File: config.mk
export PLATFORM = sky130hd
export DESIGN_NAME = traffic_signal_sequencer
export DESIGN_NICKNAME = d
export VERILOG_FILES = /design/src/hdl/tss_pkg.sv /design/src/hdl/tss_csr.sv /design/src/hdl/tss_lamp.sv /design/src/hdl/tss_ctrl.sv /design/src/hdl/traffic_signal_sequencer.sv
export SDC_FILE = /design/constraint.sdc
export NUM_CORES = 1
export LEC_CHECK = 0
export ABC_AREA = 1
export CAP_MARGIN = 10
export CORE_MARGIN = 5
export CORE_UTILIZATION = 40
export CTS_CLUSTER_DIAMETER = 80
export DETAILED_ROUTE_END_ITERATION = 10
export DONT_BUFFER_PORTS = 1
export PLACE_DENSITY = 0.5
export SLEW_MARGIN = 0
export SYNTH_ARGS = -nofsm -noshare
export SYNTH_HDL_FRONTEND = slang
export SYNTH_SLANG_ARGS = --single-unit
File: constraint.sdc
create_clock -name clock -period 4.9 [get_ports clock]
set_input_delay 0.735 -clock clock [delete_from_list [all_inputs] [get_ports clock]]
set_output_delay 0.735 -clock clock [all_outputs]
set_load 0.005 [all_outputs]
File: src/hdl/tss_pkg.sv
// Types, constants and lookup tables of the traffic signal sequencer.
package tss_pkg;

   localparam int NUM_PHASES = 43;
   localparam int NUM_REGS   = 5;
   localparam int CSR_IDX_W  = 3;
   localparam int CSR_DATA_W = 64;
   localparam int PHASE_W    = 6;
   localparam int TICKS_W    = 16;
   localparam int IN_W       = 8;
   localparam int OUT_W      = 40;

   // Register indexes
   localparam logic [CSR_IDX_W-1:0] REG_COMMON = 3'd0;
   localparam logic [CSR_IDX_W-1:0] REG_DAY1   = 3'd1;
   localparam logic [CSR_IDX_W-1:0] REG_DAY2   = 3'd2;
   localparam logic [CSR_IDX_W-1:0] REG_BUSY1  = 3'd3;
   localparam logic [CSR_IDX_W-1:0] REG_BUSY2  = 3'd4;

   // Slots of the common timing register
   localparam logic [1:0] SLOT_YELLOW    = 2'd0;
   localparam logic [1:0] SLOT_ALL_RED   = 2'd1;
   localparam logic [1:0] SLOT_FLASH_ON  = 2'd2;
   localparam logic [1:0] SLOT_FLASH_OFF = 2'd3;

   // Phases with special sequencing
   localparam logic [PHASE_W-1:0] PH_NS_GREEN        = 6'd0;
   localparam logic [PHASE_W-1:0] PH_DAY_CLEAR_NS    = 6'd2;
   localparam logic [PHASE_W-1:0] PH_NORTH_LEFT      = 6'd3;
   localparam logic [PHASE_W-1:0] PH_DAY_CLEAR_NL    = 6'd5;
   localparam logic [PHASE_W-1:0] PH_SOUTH_LEFT      = 6'd6;
   localparam logic [PHASE_W-1:0] PH_DAY_CLEAR_SL    = 6'd8;
   localparam logic [PHASE_W-1:0] PH_WEST_GREEN      = 6'd9;
   localparam logic [PHASE_W-1:0] PH_DAY_LAST        = 6'd17;
   localparam logic [PHASE_W-1:0] PH_RESET           = 6'd18;
   localparam logic [PHASE_W-1:0] PH_BUSY_START      = 6'd19;
   localparam logic [PHASE_W-1:0] PH_NORTH_SOLO      = 6'd20;
   localparam logic [PHASE_W-1:0] PH_SOUTH_LEFT_BUSY = 6'd21;
   localparam logic [PHASE_W-1:0] PH_BOTH_GREEN      = 6'd22;
   localparam logic [PHASE_W-1:0] PH_NORTH_LEFT_BUSY = 6'd23;
   localparam logic [PHASE_W-1:0] PH_BOTH_YELLOW     = 6'd24;
   localparam logic [PHASE_W-1:0] PH_BUSY_LAST       = 6'd35;
   localparam logic [PHASE_W-1:0] PH_FLASH_ON        = 6'd38;
   localparam logic [PHASE_W-1:0] PH_FLASH_OFF       = 6'd39;
   localparam logic [PHASE_W-1:0] PH_EMERGENCY       = 6'd42;

   typedef enum logic [1:0] {
      MODE_DAY   = 2'd0,
      MODE_BUSY  = 2'd1,
      MODE_FLASH = 2'd2,
      MODE_EMERG = 2'd3
   } mode_type;

   // One tick as it travels from the input register to the sequencer
   typedef struct packed {
      logic     valid;
      mode_type mode;
      logic     north;
      logic     south;
   } tick_type;

   // Sequencer result for one tick
   typedef struct packed {
      logic [PHASE_W-1:0] phase;
      logic               changed;
   } status_type;

   typedef struct packed {
      logic [6:0] north;
      logic [9:0] south;
      logic [6:0] west;
      logic [5:0] east;
   } lamps_type;

   // Where a phase takes its duration from
   typedef struct packed {
      logic [CSR_IDX_W-1:0] reg_idx;
      logic [1:0]           slot;
   } dur_sel_type;

   typedef logic [NUM_REGS-1:0][CSR_DATA_W-1:0] cfg_type;

   localparam logic [6:0] AR_N = 7'd9;
   localparam logic [9:0] AR_S = 10'd73;
   localparam logic [6:0] AR_W = 7'd9;
   localparam logic [5:0] AR_E = 6'd9;

   localparam lamps_type LAMPS_ALL_RED = '{AR_N, AR_S, AR_W, AR_E};

   localparam lamps_type LAMP_TABLE [NUM_PHASES] = '{
      '{7'd36, 10'd292, AR_W, AR_E},   // NS green
      '{7'd18, 10'd146, AR_W, AR_E},   // NS yellow
      '{AR_N,  AR_S,    AR_W, AR_E},
      '{7'd73, AR_S,    AR_W, AR_E},   // north left green
      '{7'd10, AR_S,    AR_W, AR_E},   // north left yellow
      '{AR_N,  AR_S,    AR_W, AR_E},
      '{AR_N,  10'd585, AR_W, AR_E},   // south left green
      '{AR_N,  10'd74,  AR_W, AR_E},   // south left yellow
      '{AR_N,  AR_S,    AR_W, AR_E},
      '{AR_N,  AR_S,    7'd36, AR_E},  // west through green
      '{AR_N,  AR_S,    7'd18, AR_E},  // west through yellow
      '{AR_N,  AR_S,    AR_W, AR_E},
      '{AR_N,  AR_S,    AR_W, 6'd36},  // east through green
      '{AR_N,  AR_S,    AR_W, 6'd18},  // east through yellow
      '{AR_N,  AR_S,    AR_W, AR_E},
      '{AR_N,  AR_S,    7'd65, AR_E},  // west right arrow
      '{AR_N,  AR_S,    7'd17, AR_E},  // west right yellow
      '{AR_N,  AR_S,    AR_W, AR_E},
      '{AR_N,  AR_S,    AR_W, AR_E},
      '{AR_N,  AR_S,    AR_W, AR_E},
      '{7'd36, AR_S,    AR_W, AR_E},   // north solo green
      '{7'd36, 10'd585, AR_W, AR_E},   // south left during north
      '{7'd36, 10'd292, AR_W, AR_E},   // both green
      '{7'd73, 10'd292, AR_W, AR_E},   // north left during south
      '{7'd18, 10'd146, AR_W, AR_E},   // both yellow
      '{AR_N,  AR_S,    AR_W, AR_E},
      '{AR_N,  AR_S,    7'd36, AR_E},
      '{AR_N,  AR_S,    7'd18, AR_E},
      '{AR_N,  AR_S,    AR_W, AR_E},
      '{AR_N,  AR_S,    AR_W, 6'd36},
      '{AR_N,  AR_S,    AR_W, 6'd18},
      '{AR_N,  AR_S,    AR_W, AR_E},
      '{AR_N,  AR_S,    7'd65, AR_E},
      '{AR_N,  AR_S,    7'd17, AR_E},
      '{AR_N,  AR_S,    AR_W, AR_E},
      '{AR_N,  AR_S,    AR_W, AR_E},
      '{AR_N,  AR_S,    AR_W, AR_E},
      '{AR_N,  AR_S,    AR_W, AR_E},
      '{7'd18, 10'd18,  AR_W, AR_E},   // night flash on
      '{7'd0,  10'd0,   7'd0, 6'd0},   // night flash off
      '{AR_N,  AR_S,    AR_W, AR_E},
      '{AR_N,  AR_S,    AR_W, AR_E},
      '{AR_N,  AR_S,    AR_W, AR_E}    // emergency hold
   };

   localparam dur_sel_type DUR_ALL_RED = '{REG_COMMON, SLOT_ALL_RED};
   localparam dur_sel_type DUR_YELLOW  = '{REG_COMMON, SLOT_YELLOW};

   localparam dur_sel_type DUR_TABLE [NUM_PHASES] = '{
      '{REG_DAY1, 2'd0}, DUR_YELLOW, DUR_ALL_RED,
      '{REG_DAY1, 2'd1}, DUR_YELLOW, DUR_ALL_RED,
      '{REG_DAY1, 2'd2}, DUR_YELLOW, DUR_ALL_RED,
      '{REG_DAY1, 2'd3}, DUR_YELLOW, DUR_ALL_RED,
      '{REG_DAY2, 2'd0}, DUR_YELLOW, DUR_ALL_RED,
      '{REG_DAY2, 2'd1}, DUR_YELLOW, DUR_ALL_RED,
      DUR_ALL_RED, DUR_ALL_RED,
      '{REG_BUSY1, 2'd0}, '{REG_BUSY1, 2'd1}, '{REG_BUSY1, 2'd2}, '{REG_BUSY1, 2'd3},
      DUR_YELLOW, DUR_ALL_RED,
      '{REG_BUSY2, 2'd0}, DUR_YELLOW, DUR_ALL_RED,
      '{REG_BUSY2, 2'd1}, DUR_YELLOW, DUR_ALL_RED,
      '{REG_BUSY2, 2'd2}, DUR_YELLOW, DUR_ALL_RED,
      DUR_ALL_RED, DUR_ALL_RED, DUR_ALL_RED,
      '{REG_COMMON, SLOT_FLASH_ON}, '{REG_COMMON, SLOT_FLASH_OFF},
      DUR_ALL_RED, DUR_ALL_RED,
      '{REG_DAY2, 2'd2}
   };

endpackage

File: src/hdl/tss_csr.sv
// Timing register file of the traffic signal sequencer.
module tss_csr (
   input  logic                             clock,
   input  logic                             reset,
   input  logic                             csr_valid,
   input  logic [tss_pkg::CSR_IDX_W-1:0]    csr_index,
   input  logic [tss_pkg::CSR_DATA_W-1:0]   csr_data,
   output tss_pkg::cfg_type                 cfg
);

   tss_pkg::cfg_type regs_ff;
   tss_pkg::cfg_type regs_in;

   // Decode the write beat; drop writes beyond the register list
   always_comb begin
      regs_in = regs_ff;
      if (csr_valid) begin
         unique case (csr_index)
            tss_pkg::REG_COMMON: regs_in[tss_pkg::REG_COMMON] = csr_data;
            tss_pkg::REG_DAY1:   regs_in[tss_pkg::REG_DAY1]   = csr_data;
            tss_pkg::REG_DAY2:   regs_in[tss_pkg::REG_DAY2]   = csr_data;
            tss_pkg::REG_BUSY1:  regs_in[tss_pkg::REG_BUSY1]  = csr_data;
            tss_pkg::REG_BUSY2:  regs_in[tss_pkg::REG_BUSY2]  = csr_data;
            default: ;
         endcase
      end
   end

   always_ff @(posedge clock) begin
      if (reset) begin
         regs_ff <= '0;
      end else begin
         regs_ff <= regs_in;
      end
   end

   assign cfg = regs_ff;

endmodule

File: src/hdl/tss_lamp.sv
// Lamp pattern decoder: phase number to the four approach lamp groups.
module tss_lamp (
   input  logic [tss_pkg::PHASE_W-1:0] phase,
   output tss_pkg::lamps_type          lamps
);

   // Look up the pattern; phases past the table show all red
   always_comb begin
      if (phase < tss_pkg::PHASE_W'(tss_pkg::NUM_PHASES)) begin
         lamps = tss_pkg::LAMP_TABLE[phase];
      end else begin
         lamps = tss_pkg::LAMPS_ALL_RED;
      end
   end

endmodule

File: src/hdl/tss_ctrl.sv
// Phase sequencer: demand flags, tick countdown and per-mode next phase.
module tss_ctrl (
   input  logic               clock,
   input  logic               reset,
   input  tss_pkg::tick_type  tick,
   input  tss_pkg::cfg_type   cfg,
   output tss_pkg::status_type status
);

   logic [tss_pkg::PHASE_W-1:0] phase_ff, phase_in;
   logic [tss_pkg::TICKS_W-1:0] ticks_ff, ticks_in;
   logic                        north_ff, north_in;
   logic                        south_ff, south_in;

   logic                        north_set, south_set;
   logic                        north_take, south_take;
   logic                        expire;
   logic [tss_pkg::PHASE_W-1:0] next_phase;
   tss_pkg::dur_sel_type        dur_sel;
   logic [tss_pkg::TICKS_W-1:0] dur_raw;
   logic [tss_pkg::TICKS_W-1:0] dur;

   // Pick the next phase from the mode sequence
   always_comb begin
      north_set  = north_ff | tick.north;
      south_set  = south_ff | tick.south;
      north_take = 1'b0;
      south_take = 1'b0;
      next_phase = tss_pkg::PH_EMERGENCY;
      unique case (tick.mode)
         tss_pkg::MODE_DAY: begin
            if (phase_ff == tss_pkg::PH_DAY_CLEAR_NS) begin
               if (north_set) begin
                  north_take = 1'b1;
                  next_phase = tss_pkg::PH_NORTH_LEFT;
               end else if (south_set) begin
                  south_take = 1'b1;
                  next_phase = tss_pkg::PH_SOUTH_LEFT;
               end else begin
                  next_phase = tss_pkg::PH_WEST_GREEN;
               end
            end else if (phase_ff == tss_pkg::PH_DAY_CLEAR_NL) begin
               if (south_set) begin
                  south_take = 1'b1;
                  next_phase = tss_pkg::PH_SOUTH_LEFT;
               end else begin
                  next_phase = tss_pkg::PH_WEST_GREEN;
               end
            end else if (phase_ff == tss_pkg::PH_DAY_CLEAR_SL) begin
               next_phase = tss_pkg::PH_WEST_GREEN;
            end else if (phase_ff <= tss_pkg::PH_DAY_LAST) begin
               next_phase = phase_ff + tss_pkg::PHASE_W'(1);
            end else begin
               next_phase = tss_pkg::PH_NS_GREEN;
            end
         end
         tss_pkg::MODE_BUSY: begin
            if (phase_ff == tss_pkg::PH_NORTH_SOLO) begin
               if (south_set) begin
                  south_take = 1'b1;
                  next_phase = tss_pkg::PH_SOUTH_LEFT_BUSY;
               end else begin
                  next_phase = tss_pkg::PH_BOTH_GREEN;
               end
            end else if (phase_ff == tss_pkg::PH_BOTH_GREEN) begin
               if (north_set) begin
                  north_take = 1'b1;
                  next_phase = tss_pkg::PH_NORTH_LEFT_BUSY;
               end else begin
                  next_phase = tss_pkg::PH_BOTH_YELLOW;
               end
            end else if (phase_ff >= tss_pkg::PH_BUSY_START &&
                         phase_ff <  tss_pkg::PH_BUSY_LAST) begin
               next_phase = phase_ff + tss_pkg::PHASE_W'(1);
            end else begin
               next_phase = tss_pkg::PH_BUSY_START;
            end
         end
         tss_pkg::MODE_FLASH: begin
            next_phase = (phase_ff == tss_pkg::PH_FLASH_ON) ?
                         tss_pkg::PH_FLASH_OFF : tss_pkg::PH_FLASH_ON;
         end
         tss_pkg::MODE_EMERG: begin
            next_phase = tss_pkg::PH_EMERGENCY;
         end
         default: ;
      endcase
   end

   // Fetch the duration of the next phase; zero counts as one tick
   always_comb begin
      if (next_phase < tss_pkg::PHASE_W'(tss_pkg::NUM_PHASES)) begin
         dur_sel = tss_pkg::DUR_TABLE[next_phase];
      end else begin
         dur_sel = tss_pkg::DUR_ALL_RED;
      end
      dur_raw = cfg[dur_sel.reg_idx][tss_pkg::TICKS_W * dur_sel.slot +: tss_pkg::TICKS_W];
      dur     = (dur_raw == '0) ? tss_pkg::TICKS_W'(1) : dur_raw;
   end

   // Count down, or move on when the count runs out
   always_comb begin
      expire = (ticks_ff <= tss_pkg::TICKS_W'(1));
      if (expire) begin
         phase_in = next_phase;
         ticks_in = dur;
      end else begin
         phase_in = phase_ff;
         ticks_in = ticks_ff - tss_pkg::TICKS_W'(1);
      end
      north_in       = north_set & ~(expire & north_take);
      south_in       = south_set & ~(expire & south_take);
      status.phase   = phase_in;
      status.changed = (phase_in != phase_ff);
   end

   // Hold state between ticks
   always_ff @(posedge clock) begin
      if (reset) begin
         phase_ff <= tss_pkg::PH_RESET;
         ticks_ff <= tss_pkg::TICKS_W'(1);
         north_ff <= 1'b0;
         south_ff <= 1'b0;
      end else if (tick.valid) begin
         phase_ff <= phase_in;
         ticks_ff <= ticks_in;
         north_ff <= north_in;
         south_ff <= south_in;
      end
   end

endmodule

File: src/hdl/traffic_signal_sequencer.sv
// Traffic signal sequencer top level: input register, sequencer, result register.
// A request beat passes through the tick register and then the result register to show as a response beat.
// Throughput: one tick per cycle; the tick register and the result register each
// move whenever the stage behind them is free or being drained.
// Reset (synchronous, active high): phase 18, count 1, demands cleared, all timing
// registers zero, both stages empty.
module traffic_signal_sequencer (
   input  logic                            clock,
   input  logic                            reset,
   // request: mode [1:0], north_sensor [2], south_sensor [3], zero [7:4]
   input  logic                            req_tvalid,
   output logic                            req_tready,
   input  logic [tss_pkg::IN_W-1:0]        req_tdata,
   // response: phase [5:0], north_lamps [12:6], south_lamps [22:13],
   // west_lamps [29:23], east_lamps [35:30], phase_changed [36], zero [39:37]
   output logic                            rsp_tvalid,
   input  logic                            rsp_tready,
   output logic [tss_pkg::OUT_W-1:0]       rsp_tdata,
   input  logic                            csr_valid,
   output logic                            csr_ready,
   input  logic [tss_pkg::CSR_IDX_W-1:0]   csr_index,
   input  logic [tss_pkg::CSR_DATA_W-1:0]  csr_data
);

   logic                        tick_valid_ff, tick_valid_in;
   logic [1:0]                  tick_mode_ff;
   logic                        tick_north_ff, tick_south_ff;
   logic                        rsp_valid_ff, rsp_valid_in;
   logic [tss_pkg::OUT_W-1:0]   rsp_data_ff, rsp_data_in;

   logic                        out_free;
   logic                        advance;
   tss_pkg::tick_type           tick;
   tss_pkg::cfg_type            cfg;
   tss_pkg::status_type         status;
   tss_pkg::lamps_type          lamps;

   assign csr_ready = 1'b1;

   // Stage handshake: the result register frees the tick register
   assign out_free      = ~rsp_valid_ff | rsp_tready;
   assign advance       = tick_valid_ff & out_free;
   assign req_tready    = ~tick_valid_ff | out_free;
   assign tick_valid_in = req_tready ? req_tvalid : tick_valid_ff;
   assign rsp_valid_in  = out_free ? tick_valid_ff : rsp_valid_ff;

   assign tick.valid = advance;
   assign tick.mode  = tss_pkg::mode_type'(tick_mode_ff);
   assign tick.north = tick_north_ff;
   assign tick.south = tick_south_ff;

   tss_csr u_csr (
      .clock     (clock),
      .reset     (reset),
      .csr_valid (csr_valid),
      .csr_index (csr_index),
      .csr_data  (csr_data),
      .cfg       (cfg)
   );

   tss_ctrl u_ctrl (
      .clock  (clock),
      .reset  (reset),
      .tick   (tick),
      .cfg    (cfg),
      .status (status)
   );

   tss_lamp u_lamp (
      .phase (status.phase),
      .lamps (lamps)
   );

   // Pack the response beat
   assign rsp_data_in = {3'b000, status.changed, lamps.east, lamps.west,
                         lamps.south, lamps.north, status.phase};

   // Hold stage valid flags
   always_ff @(posedge clock) begin
      if (reset) begin
         tick_valid_ff <= 1'b0;
         rsp_valid_ff  <= 1'b0;
      end else begin
         tick_valid_ff <= tick_valid_in;
         rsp_valid_ff  <= rsp_valid_in;
      end
   end

   // Capture payloads
   always_ff @(posedge clock) begin
      if (req_tvalid && req_tready) begin
         tick_mode_ff  <= req_tdata[1:0];
         tick_north_ff <= req_tdata[2];
         tick_south_ff <= req_tdata[3];
      end
      if (advance) begin
         rsp_data_ff <= rsp_data_in;
      end
   end

   assign rsp_tvalid = rsp_valid_ff;
   assign rsp_tdata  = rsp_data_ff;

endmodule

==> impl_metrics.py, run 1 <==
metrics = {
    "outcome": {
        "status": "complete, no violations",
    },
    "floorplanning": {
        "die_w_um": 226,
        "coreArea_sq_mm": 0.0464,
        "row_count": 79,
        "initial_utilization": 0.402,
        "dieArea_sq_mm": 0.0511,
        "io_pins": 123,
        "die-height_um": 226,
    },
    "sta": {
        "fin_tns_setup_ps": 0,
        "tightest_slew_ps": 1110,
        "final_hold_viol_count": 0,
        "setup_viol": 0,
        "fmaxAchievable_ghz": 0.225,
        "hold_slack_ps": 229,
        "worst_clock_skew_ps": 32.8,
        "min_period_over_period": 0.908,
        "maxSlewViolCount": 0,
        "max_slew_margin": 0.257,
        "layout_min_cycle_time_ps": 4450,
        "rsz0062_at_grt": "no",
    },
    "routing": {
        "post-route-drc-count": 0,
        "via_count": 17100,
        "firstDrtPassIters": 5,
        "wirelength_um": 62200,
        "first_iter_violations": 1279,
        "avgViaCountPerCell": 5.24,
        "wire_per_inst_um": 19.0,
        "final_antenna_net_count": 0,
    },
    "grt": {
        "grt_overflow": 0,
        "grt_pass1_vias": 16000,
        "antenna_found_initial": 1,
        "track_usage": 0.241,
        "grt_pass1_wl_um": 96100,
        "grt_max_degree": 148,
    },
    "clock_network": {
        "clkTransAtPathRegs_ps": 60,
        "clockBufferDepth": 3,
        "postCtsHoldBufs": 0,
        "cts.sinks": 378,
        "htree_num_levels": 2,
        "cts_made_buffers": 44,
        "cts_tree": "done",
        "clock_latency_ps": 600,
        "cts_root_buffer": "clkbuf_16",
    },
    "pwr": {
        "vdd_drop_max_mv": 0.265,
        "power.switching_w": 0.00259,
        "pwr-share-clk": 0.401,
        "power.density_mw_per_mm2": 405,
        "leakagePower_nw": 8.27,
        "swShare": 0.313,
        "pwr-share-seq": 0.401,
        "combPwrFrac": 0.198,
        "p_int_w": 0.00568,
    },
    "critical_path": {
        "critical-path-max-stage-delay_ps": 520,
        "cp.required_ps": 5420,
        "arrival_ps": 4970,
        "crit_path_top_delay_cell": "dfxtp_1",
        "path_class": "reg -> reg",
        "endpoint_kind": "flop",
        "cp_max_fo": 29,
        "cp.buffers_inverters": 5,
        "startpoint_type": "flop",
        "cp_common_cell": "nand2_1",
        "cpLargestDelayFamily": "simple AND/OR/NAND/NOR gates",
    },
    "placed_design": {
        "place_congestion": 0.879,
        "placed_cell_area_sq_mm": 0.0190,
        "dp_cells": 3193,
        "numPortBuffers": 0,
        "dp_hpwl_um": 39500,
    },
    "layout": {
        "fillCellCount": 4836,
        "final_nets": 2727,
        "drive_above_1_share": 0.0597,
        "postLayoutCellArea_sq_mm": 0.0204,
        "area.growth.synth_to_final_pct": 9.59,
        "final_cell_count_no_fill": 3271,
    },
    "logic_synthesis": {
        "synth-seq-cells": 378,
        "synth_edf_count": 32,
        "synth_area_sq_mm": 0.0187,
        "yosys-top-cells-count": "nand2_1, o21ai_0, dfxtp_1",
        "synth_top_area_share": 0.371,
        "yosys_warnings": 0,
        "synthTopCellsByArea": "dfxtp_1, o21ai_0, nand2_1",
        "yosysMostFrequentCell": "nand2_1",
        "synthFlopType": "dfxtp_1",
        "synth_area_per_cell_sq_um": 6.83,
        "synth_cell_types": 52,
        "synth_seq_area_share": 0.423,
        "synthArstFlopShare": 0,
        "syn_inst": 2733,
        "yosys.area.top_type": "dfxtp_1",
    },
    "hold_path": {
        "hp-class": "in -> reg",
    },
    "job": {
        "drv_cap": 0,
    },
}
[cell type report]
class	count	area [sq um]	share of cell area
inverters	308	1170	0.0573
diodes	1	2.50	0.000122
flip-flops and latches	378	7890	0.386
repair buffers	46	474	0.0232
multi-input cells	1854	8720	0.426
well taps	607	759	0.0371
clock buffers	64	1230	0.0600
clock inverters	13	209	0.0102
[metal layers]
metal | up-vias | share of wire | track usage | routed length, um
met5 | - | 0 | 0 | 0
met4 | 0 | 0.027 | 0.0662 | 1680
met3 | 86 | 0.062 | 0.0612 | 3860
met2 | 362 | 0.45 | 0.386 | 28200
met1 | 8007 | 0.46 | 0.324 | 28400
li1 | 8694 | - | - | -
[through the flow]
step	total power, W	setup WS (ps)	utilization
6_report	0.00827	452	0.441
2_1_floorplan	0.00448	1430	-
4_1_cts	0.00836	356	0.441
5_1_grt	0.00870	0.908	0.441
3_5_place_dp	0.00503	359	0.410
3_3_place_gp	0.00501	368	0.410
[repair_timing]
action,in CTS,in global routing
resized for setup,0,3
buffers inserted,0,0
endpoints found under the setup margin,0,1
[cells by family (layout without fill, tap and decap cells)]
logic type	Yosys count	in the layout	synth area share
flops	378	378	0.423
buf+inv	503	431	0.113
compound gates	712	712	0.200
simple gates	1119	1119	0.252
other cells	2	5	0.000403
fa+ha+maj	15	15	0.0101
xor+xnor	4	4	0.00188
[worst paths after layout]
check                                                        to                            start  cells past startpoint  slack, ps
worst max register to register  u_ctrl.ticks_ff[0]$_SDFFE_PP1P_  u_ctrl.phase_ff[0]$_SDFFE_PP0P_                     31        450
worst min register to register      u_csr.cfg[235]$_SDFFE_PP0P_      u_csr.cfg[235]$_SDFFE_PP0P_                      2        440
worst min-delay path                 tick_valid_ff$_SDFFE_PP0N_                            reset                      1        230
worst max-delay path            u_ctrl.ticks_ff[0]$_SDFFE_PP1P_  u_ctrl.phase_ff[0]$_SDFFE_PP0P_                     31        450
[power groups by stage]
stage | registers, W | clock network, W | logic (W)
4_1_cts | 0.00332 | 0.00340 | 0.00165
3_3_place_gp | 0.00338 | 0 | 0.00163
6_report | 0.00332 | 0.00332 | 0.00164
3_5_place_dp | 0.00338 | 0 | 0.00164
5_1_grt | 0.00333 | 0.00354 | 0.00183
2_1_floorplan | 0.00337 | 0 | 0.00112
[registers in the layout (all words and copies together), names as in the netlist]
signal	count
rsp_tdata	28
rsp_tvalid	1
tick_mode_ff	2
tick_north_ff	1
tick_south_ff	1
tick_valid_ff	1
u_csr.cfg	320
u_ctrl.north_ff	1
u_ctrl.phase_ff	6
u_ctrl.south_ff	1
u_ctrl.ticks_ff	16
[cell usage in the layout (no fill, tap or decap), types with 5 or more instances in the layout]
cell,count
dfxtp_1,346
o21ai_0,370
inv_1,290
nand2_2,5
buf_4,35
ha_1,15
clkbuf_1,15
buf_12,10
a31oi_1,8
a221oi_1,9
nor3_1,6
edfxtp_1,32
o21ai_1,41
inv_2,11
nand2_1,451
o211ai_1,7
nand4_1,5
clkbuf_16,44
clkinv_2,8
nand3_1,287
nor2_1,340
a21oi_1,256
nor2_4,5
clkbuf_8,5
No activity file was read; power rests on OpenSTA's default activity.
==> run 2, diff against run 1 <==
Settings changed: SYNTH_HIERARCHICAL set to 1.
==> impl_metrics.py, run 2 <==
metrics = {
    "logic_synthesis": {
        "synth_simple_gate_area_frac": 0.465,
        "synthAdderAreaFrac": 0.00956,
        "synth_top_family_by_area": "simple AND/OR/NAND/NOR gates",
        "yosys-top-cells-count": "nand2_1, nor2_1, nand3_1",
        "synth_top_area_share": 0.331,
        "synthArstFlopShare": 0,
        "synthTopCellsByArea": "dfxtp_1, nand2_1, nand3_1",
        "synth_seq_area_share": 0.390,
        "synth-seq-cells": 387,
        "yosysMostFrequentCell": "nand2_1",
        "syn_inst": 3291,
        "synth_compound_area_frac": 0.0345,
        "synth_cell_types": 43,
        "synthFlopType": "dfxtp_1",
        "synth.mux.area_fraction": 0,
        "synth_area_per_cell_sq_um": 6.36,
        "yosys.area.top_type": "dfxtp_1",
        "yosys_warnings": 6,
        "synth_xor_area_frac": 0.00293,
        "synth_edf_count": 41,
        "synth_area_sq_mm": 0.0209,
    },
    "job": {
        "drv_cap": 0,
    },
    "grt": {
        "track_usage": 0.251,
        "grt_overflow": 0,
        "antenna_found_initial": 8,
        "grt_max_degree": 257,
        "grt_pass1_wl_um": 114000,
        "grt_pass1_vias": 18900,
    },
    "routing": {
        "wire_per_inst_um": 18.9,
        "via_count": 20400,
        "met1_length_um": 32800,
        "top_layer": "met5",
        "post-route-drc-count": 0,
        "first_iter_violations": 1803,
        "met3_length_um": 5280,
        "avgViaCountPerCell": 5.25,
        "firstDrtPassIters": 6,
        "final_antenna_net_count": 0,
        "wirelength_um": 73300,
        "wl_met2_um": 33100,
    },
    "sta": {
        "fmaxAchievable_ghz": 0.221,
        "hold_slack_ps": 233,
        "layout_min_cycle_time_ps": 4530,
        "setup_viol": 0,
        "fin_tns_setup_ps": 0,
        "setup_slack_ps": 365,
        "tightest_slew_ps": 1300,
        "rsz0062_at_grt": "no",
        "final_hold_viol_count": 0,
        "worst_clock_skew_ps": 28.2,
        "min_period_over_period": 0.925,
        "maxSlewViolCount": 0,
        "max_slew_margin": 0.133,
    },
    "clock_network": {
        "cts_made_buffers": 47,
        "htree_num_levels": 2,
        "clkTransAtPathRegs_ps": 60,
        "cts.sinks": 387,
        "postCtsHoldBufs": 0,
        "cts_root_buffer": "clkbuf_16",
        "clockBufferDepth": 3,
        "cts_tree": "done",
        "clock_latency_ps": 600,
        "post_cts_buffers": 0,
    },
    "critical_path": {
        "reg2reg_slack_ps": 370,
        "critical-path-max-stage-delay_ps": 470,
        "cp_common_cell": "nand2_1",
        "arrival_ps": 5050,
        "crit_path_top_delay_cell": "dfxtp_1",
        "reg2reg_from": "u_ctrl/phase_ff[1]$_SDFFE_PP1P_",
        "cp_max_fo": 26,
        "r2r_end": "u_ctrl/ticks_ff[0]$_SDFFE_PP1P_",
        "endpoint_kind": "flop",
        "cp.required_ps": 5420,
        "crit_start": "u_ctrl/phase_ff[1]$_SDFFE_PP1P_",
        "path_class": "reg -> reg",
        "startpoint_type": "flop",
        "reg2reg_depth": 27,
    },
    "hold_path": {
        "hp-start": "reset",
        "hp-class": "in -> reg",
        "holdPathEnd": "tick_valid_ff$_SDFFE_PP0P_",
        "holdPathStages": 1,
    },
    "placed_design": {
        "dp_worst_setup_slack_ps": 317,
        "place_congestion": 0.849,
        "placed_cell_area_sq_mm": 0.0213,
        "dp_hpwl_um": 42100,
        "numPortBuffers": 0,
    },
    "pwr": {
        "vdd_drop_max_mv": 0.213,
        "power.density_mw_per_mm2": 394,
        "leakagePower_nw": 9.93,
    },
    "layout": {
        "area.growth.synth_to_final_pct": 8.73,
        "layout_common_cells": "nand2_1, nor2_1, nand3_1, dfxtp_1, inv_1",
        "mostFrequentLayoutCell": "nand2_1",
        "postLayoutCellArea_sq_mm": 0.0228,
        "postLayoutCoreUtil": 0.441,
        "drive_above_1_share": 0.0588,
        "largest_reg_flops": 320,
        "fillCellCount": 5383,
        "final_nets": 3263,
    },
    "floorplanning": {
        "die_w_um": 239,
        "initial_utilization": 0.406,
        "row_count": 83,
        "io_pins": 123,
        "coreArea_sq_mm": 0.0516,
        "die-height_um": 239,
        "dieArea_sq_mm": 0.0570,
    },
    "outcome": {
        "status": "complete, no violations",
    },
}
run 2: changes by cell type after synthesis, moves of 56 or more:
cell and change:
nand2_1 +402, nand3_1 +345, a21oi_1 -210, inv_1 -63, o21ai_0 -337, clkbuf_1 -56, nor2_1 +364, buf_2 +88
run 2: worst max path at each step:
stage          cells past startpoint                               to
5_1_grt                           28  u_ctrl/ticks_ff[0]$_SDFFE_PP1P_
6_report                          27  u_ctrl/ticks_ff[0]$_SDFFE_PP1P_
3_3_place_gp                      31  u_ctrl/ticks_ff[0]$_SDFFE_PP1P_
3_5_place_dp                      31  u_ctrl/ticks_ff[0]$_SDFFE_PP1P_
4_1_cts                           31  u_ctrl/ticks_ff[0]$_SDFFE_PP1P_
2_1_floorplan                      6  u_ctrl/ticks_ff[7]$_SDFFE_PP0P_
run 2: final cells by class:
| cell class | instances | area (sq um) | area share |
|---|---|---|---|
| Sequential cell | 387 | 8160 | 0.358 |
| Inverter | 250 | 950 | 0.0417 |
| Timing Repair Buffer | 51 | 571 | 0.0251 |
| Clock buffer | 68 | 1320 | 0.0578 |
| Tap cell | 680 | 851 | 0.0374 |
| Multi-Input combinational cell | 2430 | 10800 | 0.474 |
| Antenna cell | 6 | 15.0 | 0.000660 |
| Clock inverter | 14 | 115 | 0.00506 |
run 2: metrics by stage:
step	power [W]	cells
floorplan	0.00494	3293
global placement	0.00569	3798
detailed placement	0.00570	3798
CTS	0.00905	3880
global route	0.00941	3884
finish	0.00898	3886
run 2: where the power goes:
group	leakage (nW)	internal (W)	switching, W
Clock	0.707	0.00191	0.00141
Sequential	3.21	0.00337	0.0000783
Combinational	6.02	0.000625	0.00158
Total	9.93	0.00590	0.00307
run 2: critical path, delay by kind of cell, from the launching register on:
kind / cells / cell delay (ps)
DFF: 1 / 470
AOI/OAI and AO/OA: 4 / 760
and+or+nand+nor: 16 / 2060
buffers and inverters: 5 / 680
adders and majority gates: 2 / 480
run 2: timing repair:
| item | in CTS | in global routing |
|---|---|---|
| endpoints found under the hold margin | 0 | 0 |
| endpoints found under the setup margin | 0 | 2 |
| resized for setup | 0 | 2 |
run 2: per-layer routing:
layer | up-vias | GRT usage
met5 | - | 0
met4 | 2 | 0.0849
met3 | 116 | 0.0467
met2 | 658 | 0.391
met1 | 9501 | 0.352
li1 | 10100 | -
run 2: logic make-up after synthesis:
family | Yosys count
fa+ha+maj | 16
other cells | 2
compound gates | 121
flops | 387
simple gates | 2282
buf+inv | 476
xor+xnor | 7
